$ cat config.mk
export PLATFORM = sky130hd
export DESIGN_NAME = led_blink_pattern_generator
export DESIGN_NICKNAME = d
export VERILOG_FILES = /design/src/rtl/lbpg_pkg.sv /design/src/rtl/lbpg_cfg_regs.sv /design/src/rtl/lbpg_core.sv /design/src/rtl/led_blink_pattern_generator.sv
export SDC_FILE = /design/constraint.sdc
export NUM_CORES = 1
export LEC_CHECK = 0
export ABC_AREA = 0
export BUFFER_PORTS_ARGS = -buffer_cell sky130_fd_sc_hd__buf_2
export CAP_MARGIN = 20
export CELL_PAD_IN_SITES_DETAIL_PLACEMENT = 0
export CELL_PAD_IN_SITES_GLOBAL_PLACEMENT = 1
export CORE_MARGIN = 8
export CORE_UTILIZATION = 41
export CTS_CLUSTER_DIAMETER = 50
export CTS_CLUSTER_SIZE = 16
export DETAILED_ROUTE_END_ITERATION = 10
export PLACE_DENSITY = 0.84
export SETUP_SLACK_MARGIN = 0.2
export SYNTH_ARGS = -nofsm -noshare
export SYNTH_HDL_FRONTEND = slang
export SYNTH_SLANG_ARGS = --single-unit
$ cat constraint.sdc
create_clock -name aclk -period 3.6 [get_ports aclk]
set_input_delay 0.18 -clock aclk [delete_from_list [all_inputs] [get_ports aclk]]
set_output_delay 0.18 -clock aclk [all_outputs]
set_load 0.01 [all_outputs]
$ cat src/rtl/lbpg_pkg.sv
// ----------------------------------------------------------------------------
// lbpg_pkg: shared types and constants for the heartbeat LED controller
// Holds mode codes, request kinds, register indexes and reset values.
// ----------------------------------------------------------------------------
package lbpg_pkg;

    localparam int CFG_W           = 16;
    localparam int CFG_ADDR_W      = 2;
    localparam int TIMER_BITS_DEF  = 16;

    localparam logic [CFG_W-1:0] SHORT_PERIOD_RST = 16'd100;
    localparam logic [CFG_W-1:0] ASYM_OFF_RST     = 16'd900;
    localparam logic [CFG_W-1:0] SLOW_PERIOD_RST  = 16'd500;
    localparam logic [CFG_W-1:0] PATTERN_GAP_RST  = 16'd300;

    typedef enum logic [CFG_ADDR_W-1:0] {
        REG_SHORT_PERIOD = 2'd0,
        REG_ASYM_OFF     = 2'd1,
        REG_SLOW_PERIOD  = 2'd2,
        REG_PATTERN_GAP  = 2'd3
    } reg_idx_t;

    localparam logic OP_TICK    = 1'b0;
    localparam logic OP_REQUEST = 1'b1;

    typedef enum logic [2:0] {
        MODE_OFF    = 3'd0,
        MODE_ON     = 3'd1,
        MODE_ASYM   = 3'd2,
        MODE_FAST   = 3'd3,
        MODE_SLOW   = 3'd4,
        MODE_UPDATE = 3'd5
    } mode_t;

    typedef struct packed {
        logic [CFG_W-1:0] short_period;
        logic [CFG_W-1:0] asym_off;
        logic [CFG_W-1:0] slow_period;
        logic [CFG_W-1:0] pattern_gap;
    } cfg_t;

    typedef struct packed {
        logic       op;
        logic [2:0] req;
    } item_t;

    typedef struct packed {
        logic       led_on;
        logic [2:0] active_mode;
        logic       change_pending;
    } res_t;

endpackage

$ cat src/rtl/lbpg_cfg_regs.sv
// ----------------------------------------------------------------------------
// lbpg_cfg_regs: configuration register file
// Four 16-bit period registers, written through a plain write port.
// ----------------------------------------------------------------------------
module lbpg_cfg_regs
    import lbpg_pkg::*;
(
    input  logic                  aclk,
    input  logic                  aresetn,
    input  logic                  cfg_wr_en,
    input  logic [CFG_ADDR_W-1:0] cfg_addr,
    input  logic [CFG_W-1:0]      cfg_wr_data,
    output cfg_t                  cfg
);

    cfg_t cfg_reg;

    always_ff @(posedge aclk) begin
        if (!aresetn) begin
            cfg_reg.short_period <= SHORT_PERIOD_RST;
            cfg_reg.asym_off     <= ASYM_OFF_RST;
            cfg_reg.slow_period  <= SLOW_PERIOD_RST;
            cfg_reg.pattern_gap  <= PATTERN_GAP_RST;
        end else if (cfg_wr_en) begin
            case (reg_idx_t'(cfg_addr))
                REG_SHORT_PERIOD: cfg_reg.short_period <= cfg_wr_data;
                REG_ASYM_OFF:     cfg_reg.asym_off     <= cfg_wr_data;
                REG_SLOW_PERIOD:  cfg_reg.slow_period  <= cfg_wr_data;
                REG_PATTERN_GAP:  cfg_reg.pattern_gap  <= cfg_wr_data;
                default: ;
            endcase
        end
    end

    assign cfg = cfg_reg;

endmodule

$ cat src/rtl/lbpg_core.sv
// ----------------------------------------------------------------------------
// lbpg_core: mode, countdown and LED state
// Applies one tick or mode request per step and gives the state that results from it.
// ----------------------------------------------------------------------------
module lbpg_core
    import lbpg_pkg::*;
#(
    parameter int TIMER_BITS = TIMER_BITS_DEF
) (
    input  logic  aclk,
    input  logic  aresetn,
    input  logic  step,
    input  item_t item,
    input  cfg_t  cfg,
    output res_t  res
);

    mode_t                 cur_mode_reg,  cur_mode_next;
    mode_t                 pend_mode_reg, pend_mode_next;
    logic                  pend_reg,      pend_next;
    logic [TIMER_BITS-1:0] rem_reg,       rem_next;
    logic                  led_reg,       led_next;
    logic [1:0]            phase_reg,     phase_next;

    logic [TIMER_BITS-1:0] rem_dec;
    logic                  expired;
    logic                  load_en;
    logic [CFG_W-1:0]      load_src;
    logic [TIMER_BITS-1:0] load_val;

    // saturate a loaded length to the countdown width
    generate
        if (TIMER_BITS >= CFG_W) begin : g_wide
            assign load_val = TIMER_BITS'(load_src);
        end else begin : g_narrow
            assign load_val = ((load_src >> TIMER_BITS) != '0) ? '1
                                                                : load_src[TIMER_BITS-1:0];
        end
    endgenerate

    assign rem_dec = (rem_reg != '0) ? rem_reg - TIMER_BITS'(1) : rem_reg;
    assign expired = (rem_dec == '0);

    always_comb begin
        cur_mode_next  = cur_mode_reg;
        pend_mode_next = pend_mode_reg;
        pend_next      = pend_reg;
        rem_next       = rem_reg;
        led_next       = led_reg;
        phase_next     = phase_reg;
        load_en        = 1'b0;
        load_src       = cfg.short_period;

        if (item.op == OP_REQUEST) begin
            // undefined codes fall back to off
            pend_mode_next = (item.req <= 3'(MODE_UPDATE)) ? mode_t'(item.req) : MODE_OFF;
            pend_next      = 1'b1;
        end else begin
            rem_next = rem_dec;
            if (pend_reg && expired) begin
                cur_mode_next = pend_mode_reg;
                pend_next     = 1'b0;
            end
            case (cur_mode_next)
                MODE_ON: begin
                    led_next = 1'b1;
                end
                MODE_ASYM: begin
                    if (expired) begin
                        load_en  = 1'b1;
                        load_src = led_reg ? cfg.asym_off : cfg.short_period;
                        led_next = !led_reg;
                    end
                end
                MODE_FAST: begin
                    if (expired) begin
                        load_en  = 1'b1;
                        load_src = cfg.short_period;
                        led_next = !led_reg;
                    end
                end
                MODE_SLOW: begin
                    if (expired) begin
                        load_en  = 1'b1;
                        load_src = cfg.slow_period;
                        led_next = !led_reg;
                    end
                end
                MODE_UPDATE: begin
                    // odd phases lit
                    led_next = phase_reg[0];
                    if (expired) begin
                        load_en = 1'b1;
                        if (phase_reg == 2'd3) begin
                            load_src   = cfg.pattern_gap;
                            phase_next = 2'd0;
                        end else begin
                            load_src   = cfg.short_period;
                            phase_next = phase_reg + 2'd1;
                        end
                    end
                end
                default: begin
                    led_next = 1'b0;
                end
            endcase
            if (load_en) begin
                rem_next = load_val;
            end
        end
    end

    always_ff @(posedge aclk) begin
        if (!aresetn) begin
            cur_mode_reg  <= MODE_OFF;
            pend_mode_reg <= MODE_OFF;
            pend_reg      <= 1'b0;
            rem_reg       <= '0;
            led_reg       <= 1'b0;
            phase_reg     <= 2'd0;
        end else if (step) begin
            cur_mode_reg  <= cur_mode_next;
            pend_mode_reg <= pend_mode_next;
            pend_reg      <= pend_next;
            rem_reg       <= rem_next;
            led_reg       <= led_next;
            phase_reg     <= phase_next;
        end
    end

    assign res.led_on         = led_next;
    assign res.active_mode    = 3'(cur_mode_next);
    assign res.change_pending = pend_next;

    a_pend_clears: assert property (@(posedge aclk) disable iff (!aresetn)
        step && item.op == OP_TICK && pend_reg && (rem_reg == '0 || rem_reg == TIMER_BITS'(1))
        |=> !pend_reg && cur_mode_reg == $past(pend_mode_reg))
        else $error("pending mode not taken on expiry");

    a_req_sets: assert property (@(posedge aclk) disable iff (!aresetn)
        step && item.op == OP_REQUEST |=> pend_reg)
        else $error("request did not set pending");

    a_req_holds: assert property (@(posedge aclk) disable iff (!aresetn)
        step && item.op == OP_REQUEST
        |=> $stable(cur_mode_reg) && $stable(led_reg) && $stable(rem_reg) && $stable(phase_reg))
        else $error("request moved the LED state");

    a_off_dark: assert property (@(posedge aclk) disable iff (!aresetn)
        step && item.op == OP_TICK && cur_mode_reg == MODE_OFF && !pend_reg |=> !led_reg)
        else $error("LED lit in off mode");

endmodule

$ cat src/rtl/led_blink_pattern_generator.sv
// A request accepted into the input register reaches m_tvalid from the result register.
// Throughput: one request per cycle; the input register and the state update with the
// result register form two overlapped stages; m_tready low with m_tvalid set holds both.
// Reset: aresetn low at a clock edge clears the mode, countdown, LED and pipeline valids
// and restores the four period registers to 100, 900, 500 and 300 ms.
// ----------------------------------------------------------------------------
// led_blink_pattern_generator: heartbeat LED controller top level
// Takes tick and mode requests on a stream port and returns the LED state.
// ----------------------------------------------------------------------------
module led_blink_pattern_generator
    import lbpg_pkg::*;
#(
    parameter int TIMER_BITS = TIMER_BITS_DEF
) (
    input  logic                  aclk,
    input  logic                  aresetn,
    input  logic                  s_tvalid,
    output logic                  s_tready,
    input  logic [7:0]            s_tdata,   // [2:0] mode_request, [7:3] zero
    input  logic                  s_tuser,   // [0] operation
    output logic                  m_tvalid,
    input  logic                  m_tready,
    output logic [7:0]            m_tdata,   // [0] led_on, [1] pin_level,
                                             // [4:2] active_mode, [5] change_pending
    input  logic                  cfg_wr_en,
    input  logic [CFG_ADDR_W-1:0] cfg_addr,
    input  logic [CFG_W-1:0]      cfg_wr_data
);

    cfg_t  cfg;
    item_t in_item_reg;
    logic  in_valid_reg;
    res_t  res;
    res_t  out_res_reg;
    logic  out_valid_reg;
    logic  out_ready;
    logic  step;

    assign out_ready = !out_valid_reg || m_tready;
    assign step      = in_valid_reg && out_ready;
    assign s_tready  = !in_valid_reg || out_ready;

    lbpg_cfg_regs u_cfg (
        .aclk        (aclk),
        .aresetn     (aresetn),
        .cfg_wr_en   (cfg_wr_en),
        .cfg_addr    (cfg_addr),
        .cfg_wr_data (cfg_wr_data),
        .cfg         (cfg)
    );

    lbpg_core #(
        .TIMER_BITS (TIMER_BITS)
    ) u_core (
        .aclk    (aclk),
        .aresetn (aresetn),
        .step    (step),
        .item    (in_item_reg),
        .cfg     (cfg),
        .res     (res)
    );

    // input stage
    always_ff @(posedge aclk) begin
        if (!aresetn) begin
            in_valid_reg <= 1'b0;
        end else if (s_tready) begin
            in_valid_reg <= s_tvalid;
        end
        if (s_tready && s_tvalid) begin
            in_item_reg.op  <= s_tuser;
            in_item_reg.req <= s_tdata[2:0];
        end
    end

    // result stage
    always_ff @(posedge aclk) begin
        if (!aresetn) begin
            out_valid_reg <= 1'b0;
        end else if (out_ready) begin
            out_valid_reg <= in_valid_reg;
        end
        if (step) begin
            out_res_reg <= res;
        end
    end

    assign m_tvalid = out_valid_reg;
    assign m_tdata  = {2'b00, out_res_reg.change_pending, out_res_reg.active_mode,
                       !out_res_reg.led_on, out_res_reg.led_on};

endmodule
### Yosys cells after proc, flatten, opt, wreduce, memory -nomap -nowiden

Index checks and enable logic that the tools add are counted.

* register bits: 101
* RAM bits: 0
* word-level logic and storage cells: 72
* input port bits: 32
* bits in latches: 0
* bits in read-only memories: 0
* memories: 0

* bitwise gates (word level): 1
* equality and inequality tests: 9
* mux-type cells: 21
* shift-type cells: 0
* $add $sub $neg: 2
* reductions and logical operators: 21
* multipliers: 0
* magnitude comparators: 1
* divide/modulo/power cells: 0

Operators by type and width (number)
* 16-bit 2-to-1 mux: 7
* 16-bit case mux with 3 select lines: 1
* 16-bit logical NOT: 1
* 16-bit nonzero test: 1
* 16-bit by 1-bit subtractor with 16-bit output (second input constant): 1
* 3-bit 2-to-1 mux: 4
* 2-bit AND reduction: 6
* 1-bit 2-to-1 mux: 7
* 2-bit equality test (second input constant): 3
* 3-bit by 2-bit equality test with 1-bit output (second input constant): 2
* 3-bit equality test (second input constant): 2
* 1-bit logical NOT: 4
* 4-bit AND reduction: 1
* 4-bit OR reduction: 1
* 3-bit by 1-bit equality test with 1-bit output (second input constant): 1
* 3-bit <= comparator (second input constant): 1
* 1-bit logical AND: 3
* 1-bit case mux with 3 select lines: 1
* 3-bit OR reduction: 1
* 2-bit by 1-bit adder with 2-bit output (second input constant): 1
* 2-bit by 1-bit equality test with 1-bit output (second input constant): 1
* 2-bit logical NOT: 1
* 1-bit logical OR: 2
* 2-bit 2-to-1 mux: 1
* 1-bit inverter: 1

### Depth between registers and ports, before layout

* word-level depth: 11
* mapped depth: 14

### Modules after synthesis

From an unflattened synthesis, not the netlist that was laid out.

* cells, all modules: 622
* area total of the unflattened synthesis: 5584.1 um2

By module, submodules not included
* lbpg_core: seq. area each 520.5 um2, area an instance 2667.6 um2, times used 1, cells an instance 362
* lbpg_cfg_regs: seq. area each 1281.2 um2, area an instance 2519.9 um2, times used 1, cells an instance 238
* led_blink_pattern_generator: seq. area each 310.3 um2, area an instance 396.6 um2, times used 1, cells an instance 22

### Worst setup path after synthesis

Ideal clock, no wire load.

* path kind: register to register
* start point: register u_core.rem_reg[12]
* end point: register u_core.rem_reg[5]
* slack: -92 ps
* arrival: 3557 ps
* stages on the path, launching flop included: 13
* library setup time: 135 ps
* clock period less this slack: 3692 ps
* cells stage by stage: dfxtp_1 > buf_6 > or4_1 > a211o_1 > a2111oi_4 > nand4_4 > nor4_4 > buf_4 > mux2i_2 > o21ai_4 > a221o_1 > a211oi_1 > nor3_1

* word-level cells in the longest chain between the ends: 11
* elaborated cells on any way between the ends: 20
* classes of those cells: 1 x add/sub; 4 x eq/ne; 11 x mux; 4 x reduce/logical

Ends and longest elaborated chain
* start, declared: RTL line lbpg_core.sv:21 `logic [TIMER_BITS-1:0] rem_reg, rem_next;`
* start signal, assigned: RTL line lbpg_core.sv:125 `rem_reg <= rem_next;`
* 16-bit by 1-bit subtractor with 16-bit output or 16-bit nonzero test (tied branches): RTL line lbpg_core.sv:41 `assign rem_dec = (rem_reg != '0) ? rem_reg - TIMER_BITS'(1) : rem_reg;`
* 16-bit 2-to-1 mux (*): RTL line lbpg_core.sv:41
* 16-bit logical NOT: RTL line lbpg_core.sv:42 `assign expired = (rem_dec == '0);`
* 1-bit logical AND: RTL line lbpg_core.sv:60 `if (pend_reg && expired) begin`
* 3-bit 2-to-1 mux: RTL line lbpg_core.sv:60
* 3-bit 2-to-1 mux: RTL line lbpg_core.sv:54 `if (item.op == OP_REQUEST) begin`
* 3-bit by 2-bit equality test with 1-bit output or 3-bit equality test (tied branches): RTL line lbpg_core.sv:64 `case (cur_mode_next)`
* 4-bit OR reduction (no line)
* 1-bit 2-to-1 mux
* 1-bit 2-to-1 mux: RTL line lbpg_core.sv:54
* 16-bit 2-to-1 mux (*): RTL line lbpg_core.sv:107 `if (load_en) begin`

Mark *: on every way between the ends. The rest lies on a longest branch, timed or not. The select of a mux whose other input is x is not followed.
A chain may end at the register's enable or synchronous reset.

### Worst setup path after layout

* start point: register u_core.rem_reg[0]
* end point: register u_core.rem_reg[5]

The elaborated chain is that of the path after synthesis.

==> impl_metrics.env <==
export IMPL_totalPowerFinal_mw=3.09
export IMPL_drv_slew=0
export IMPL_hold_viol_final=0
export IMPL_area_growth_syn_to_layout_pct=26.3
export IMPL_power_per_cell_area_nw_per_um2=454
export IMPL_synth_area_leader_cell="dfxtp_1"
export IMPL_wl_met3_um=930
export IMPL_rsz0062_at_grt="yes"
export IMPL_setup_ws_ns=0.0768
export IMPL_async_flop_share_pct=0
export IMPL_path_delay_family="compound AO/OA/AOI/OAI gates"
export IMPL_layout_min_cycle_time_ns=3.52
export IMPL_nNetsFinal=764
export IMPL_synth_seq_cells=101
export IMPL_dieArea_sq_um=17000
export IMPL_r2r_start="u_core.rem_reg[0]"
export IMPL_dr_max_layer_used="met4"
export IMPL_fp_dieW_um=131
export IMPL_grt_start_max_net_pins=41
export IMPL_routed_wl_um=16800
export IMPL_n_antenna_cell=0
export IMPL_drive_gt1_share_pct=25.7
export IMPL_synth_flop_cell="dfxtp_1"
export IMPL_yosysUniqueCellTypes=74
export IMPL_crit_chain="buf_4, or3_4, a211o_1, a2111oi_4, nand4_4, buf_6, nor4_4, buf_4, buf_12, mux2i_1, o22ai_1, a221o_1, a211oi_2, nor3_1"
export IMPL_cts_root_buf="clkbuf_16"
export IMPL_grt_pass1_vias=4947
export IMPL_dp_slack_ns=0.0247
export IMPL_die_y_um=131
export IMPL_critPathMostFrequentCell="buf_4"
export IMPL_finalSetupViolCount=0
export IMPL_antenna_found_initial=0
export IMPL_vias=5213
export IMPL_grt_pass1_wl_um=26400
export IMPL_worstHoldStart="s_tdata[2]"
export IMPL_wl_met2_um=8060
export IMPL_placedCellCount=866
export IMPL_cts_buffers=9
export IMPL_insertion_delay_ns=0.36
export IMPL_routedLengthMet1_um=7370
export IMPL_clock_skew_ns=0.0106
export IMPL_layout_commonest_cell="nand2_1"
export IMPL_h_tree_depth=3
export IMPL_cts_tree="done"
export IMPL_cts_buffer_depth=2
export IMPL_cts_sinks=101
export IMPL_ff2ff_setup_slack_ns=0.08
export IMPL_place_gp_congestion=0.843
export IMPL_post_route_period_util_pct=97.9
export IMPL_drtAntennaViolNets=0
export IMPL_hold_path_class="in -> reg"
export IMPL_critical_path_class="reg -> reg"
export IMPL_ys_seq_area_share_pct=39.3
export IMPL_yosysWarningCount=0
export IMPL_yosys_top_cells_area="dfxtp_1 34%, nand2_1 11%, mux2i_1 7.3%"
export IMPL_worstMarginPinSlew_ns=0.991
export IMPL_vdd_drop_max_mv=0.322
export IMPL_largest_register_ffs=64
export IMPL_io_pins=42
export IMPL_track_usage_pct=20.0
export IMPL_layout_common_cells="155 x nand2_1, 90 x dfxtp_1, 63 x a21oi_1, 54 x buf_4, 40 x nor2_1"
export IMPL_slowest_delay_ns=0.39
export IMPL_synth_top_cell_area_share_pct=34.2
export IMPL_hold_end="in_item_reg[2]"
export IMPL_syn_inst=655
export IMPL_clkTransAtPathRegs_ns=0.07
export IMPL_routedWlPerCell_um=18.5
export IMPL_worstSetupEndpointType="flip-flop"
export IMPL_status="finished, final reports clean"
export IMPL_holdPathStages=1
export IMPL_maxCapViolCount=0
export IMPL_slowest_stage="or3_4"
export IMPL_start_kind="flip-flop"
export IMPL_path_max_fanout=6
export IMPL_drt_iter0_drc=481
export IMPL_avgSynthCellArea_sq_um=8.21
export IMPL_post_dp_hpwl_um=11000
export IMPL_final_cell_count_no_fill=911
export IMPL_initial_core_util_pct=41.3
export IMPL_synthesis_area_sq_um=5380
export IMPL_r2r_end="u_core.rem_reg[5]"
export IMPL_grt_ovfl_total=0
export IMPL_max_freq_ghz=0.284
export IMPL_first_pass_iters=6
export IMPL_p_leak_nw=2.45
export IMPL_viasPerCell=5.72
export IMPL_crit_arrival_ns=3.73
export IMPL_worstRegToRegCells=14
export IMPL_rows=42
export IMPL_cp_required_ns=3.80
export IMPL_relSlewSlack_pct=33.7
export IMPL_path_buf_inv=4
export IMPL_portBuffers=34
export IMPL_coreArea_sq_um=13000
export IMPL_drc=0
export IMPL_post_route_util_pct=52.2
export IMPL_synth_edf_count=9
worst register-to-register path: cells and delay by family, from the launching register on:
family	cells	cell delay, ns
muxes	1	0.19
and+or+nand+nor	4	0.95
AOI/OAI and AO/OA	5	1.30
DFF	1	0.32
buffers and inverters	4	0.63
repair_timing:
item	4_1_cts	5_1_grt
endpoints found under the hold margin	1	0
buffers inserted	17	9
pin swaps	16	16
resized for setup	20	26
setup endpoints to repair	16	23
cloned	2	0
hold buffers	1	0
area by class of cell:
| type | count | area (sq um) |
|---|---|---|
| repair buffers | 105 | 845 |
| flip-flops and latches | 101 | 2110 |
| multi-input cells | 505 | 3250 |
| clock inverters | 5 | 108 |
| clock buffers | 11 | 233 |
| inverters | 8 | 30.0 |
| fillers | 1240 | 6230 |
| well taps | 176 | 220 |
power breakdown:
part / total [mW] / switching [mW] / internal [mW]
Clock: 1.11 / 0.425 / 0.684
Combinational: 0.765 / 0.427 / 0.338
Sequential: 1.22 / 0.0359 / 1.18
how the worst max path moves through the flow:
stage	startpoint	endpoint	slack [ns]	cells after the start
final	u_core.rem_reg[0]	u_core.rem_reg[5]	0.08	14
after global routing	u_core.rem_reg[12]	u_core.rem_reg[10]	-0.03	14
after global placement	u_core.rem_reg[1]	u_core.rem_reg[3]	0.05	14
after CTS	u_core.rem_reg[6]	u_core.rem_reg[2]	0.13	12
after floorplan	u_core.rem_reg[4]	u_core.rem_reg[5]	0.17	11
after detailed placement	u_core.rem_reg[1]	u_core.rem_reg[4]	0.02	12
synthesized netlist by cell type, types with 5 or more instances:
cell and number:
nand2b_1 6, edfxtp_1 9, mux2_2 5, clkbuf_1 29, a31oi_1 11, nor4_1 9, inv_1 8, nor3_1 11
nor3b_1 5, o21ai_0 16, mux2i_1 39, o22ai_1 12, dfxtp_1 92, nand2_1 155, nor2_1 41, nand3_1 34
o221ai_1 5, a21oi_1 64
cells by family (layout without fill, tap and decap cells):
kind of cell,Yosys count,in the layout,share of synthesized area [%]
and+or+nand+nor,298,298,26.7
AOI/OAI and AO/OA,152,152,19.1
DFF,101,101,39.3
buffers and inverters,50,129,4.42
muxes,48,48,9.35
xor gates and xnor gates,3,3,0.628
adders and majority gates,2,2,0.465
other,1,2,0.0697
per-layer routing:
metal / vias to the layer above / track usage (%)
met5: - / 0
met4: 0 / 10.5
met1: 2499 / 25.1
li1: 2493 / -
met3: 33 / 2.80
met2: 188 / 32.9
metrics by stage:
step / hold WS [ns] / TNS, ns / instance area [sq um]
finish: 0.00570 / 0 / 6800
global route: 0.000588 / -0.0579 / 6800
CTS: 0.00105 / 0 / 6630
detailed placement: 0.364 / 0 / 5980
global placement: 0.359 / 0 / 5980
floorplan: 0.279 / 0 / 5430
Note: power is estimated with default switching activity, not from simulation.
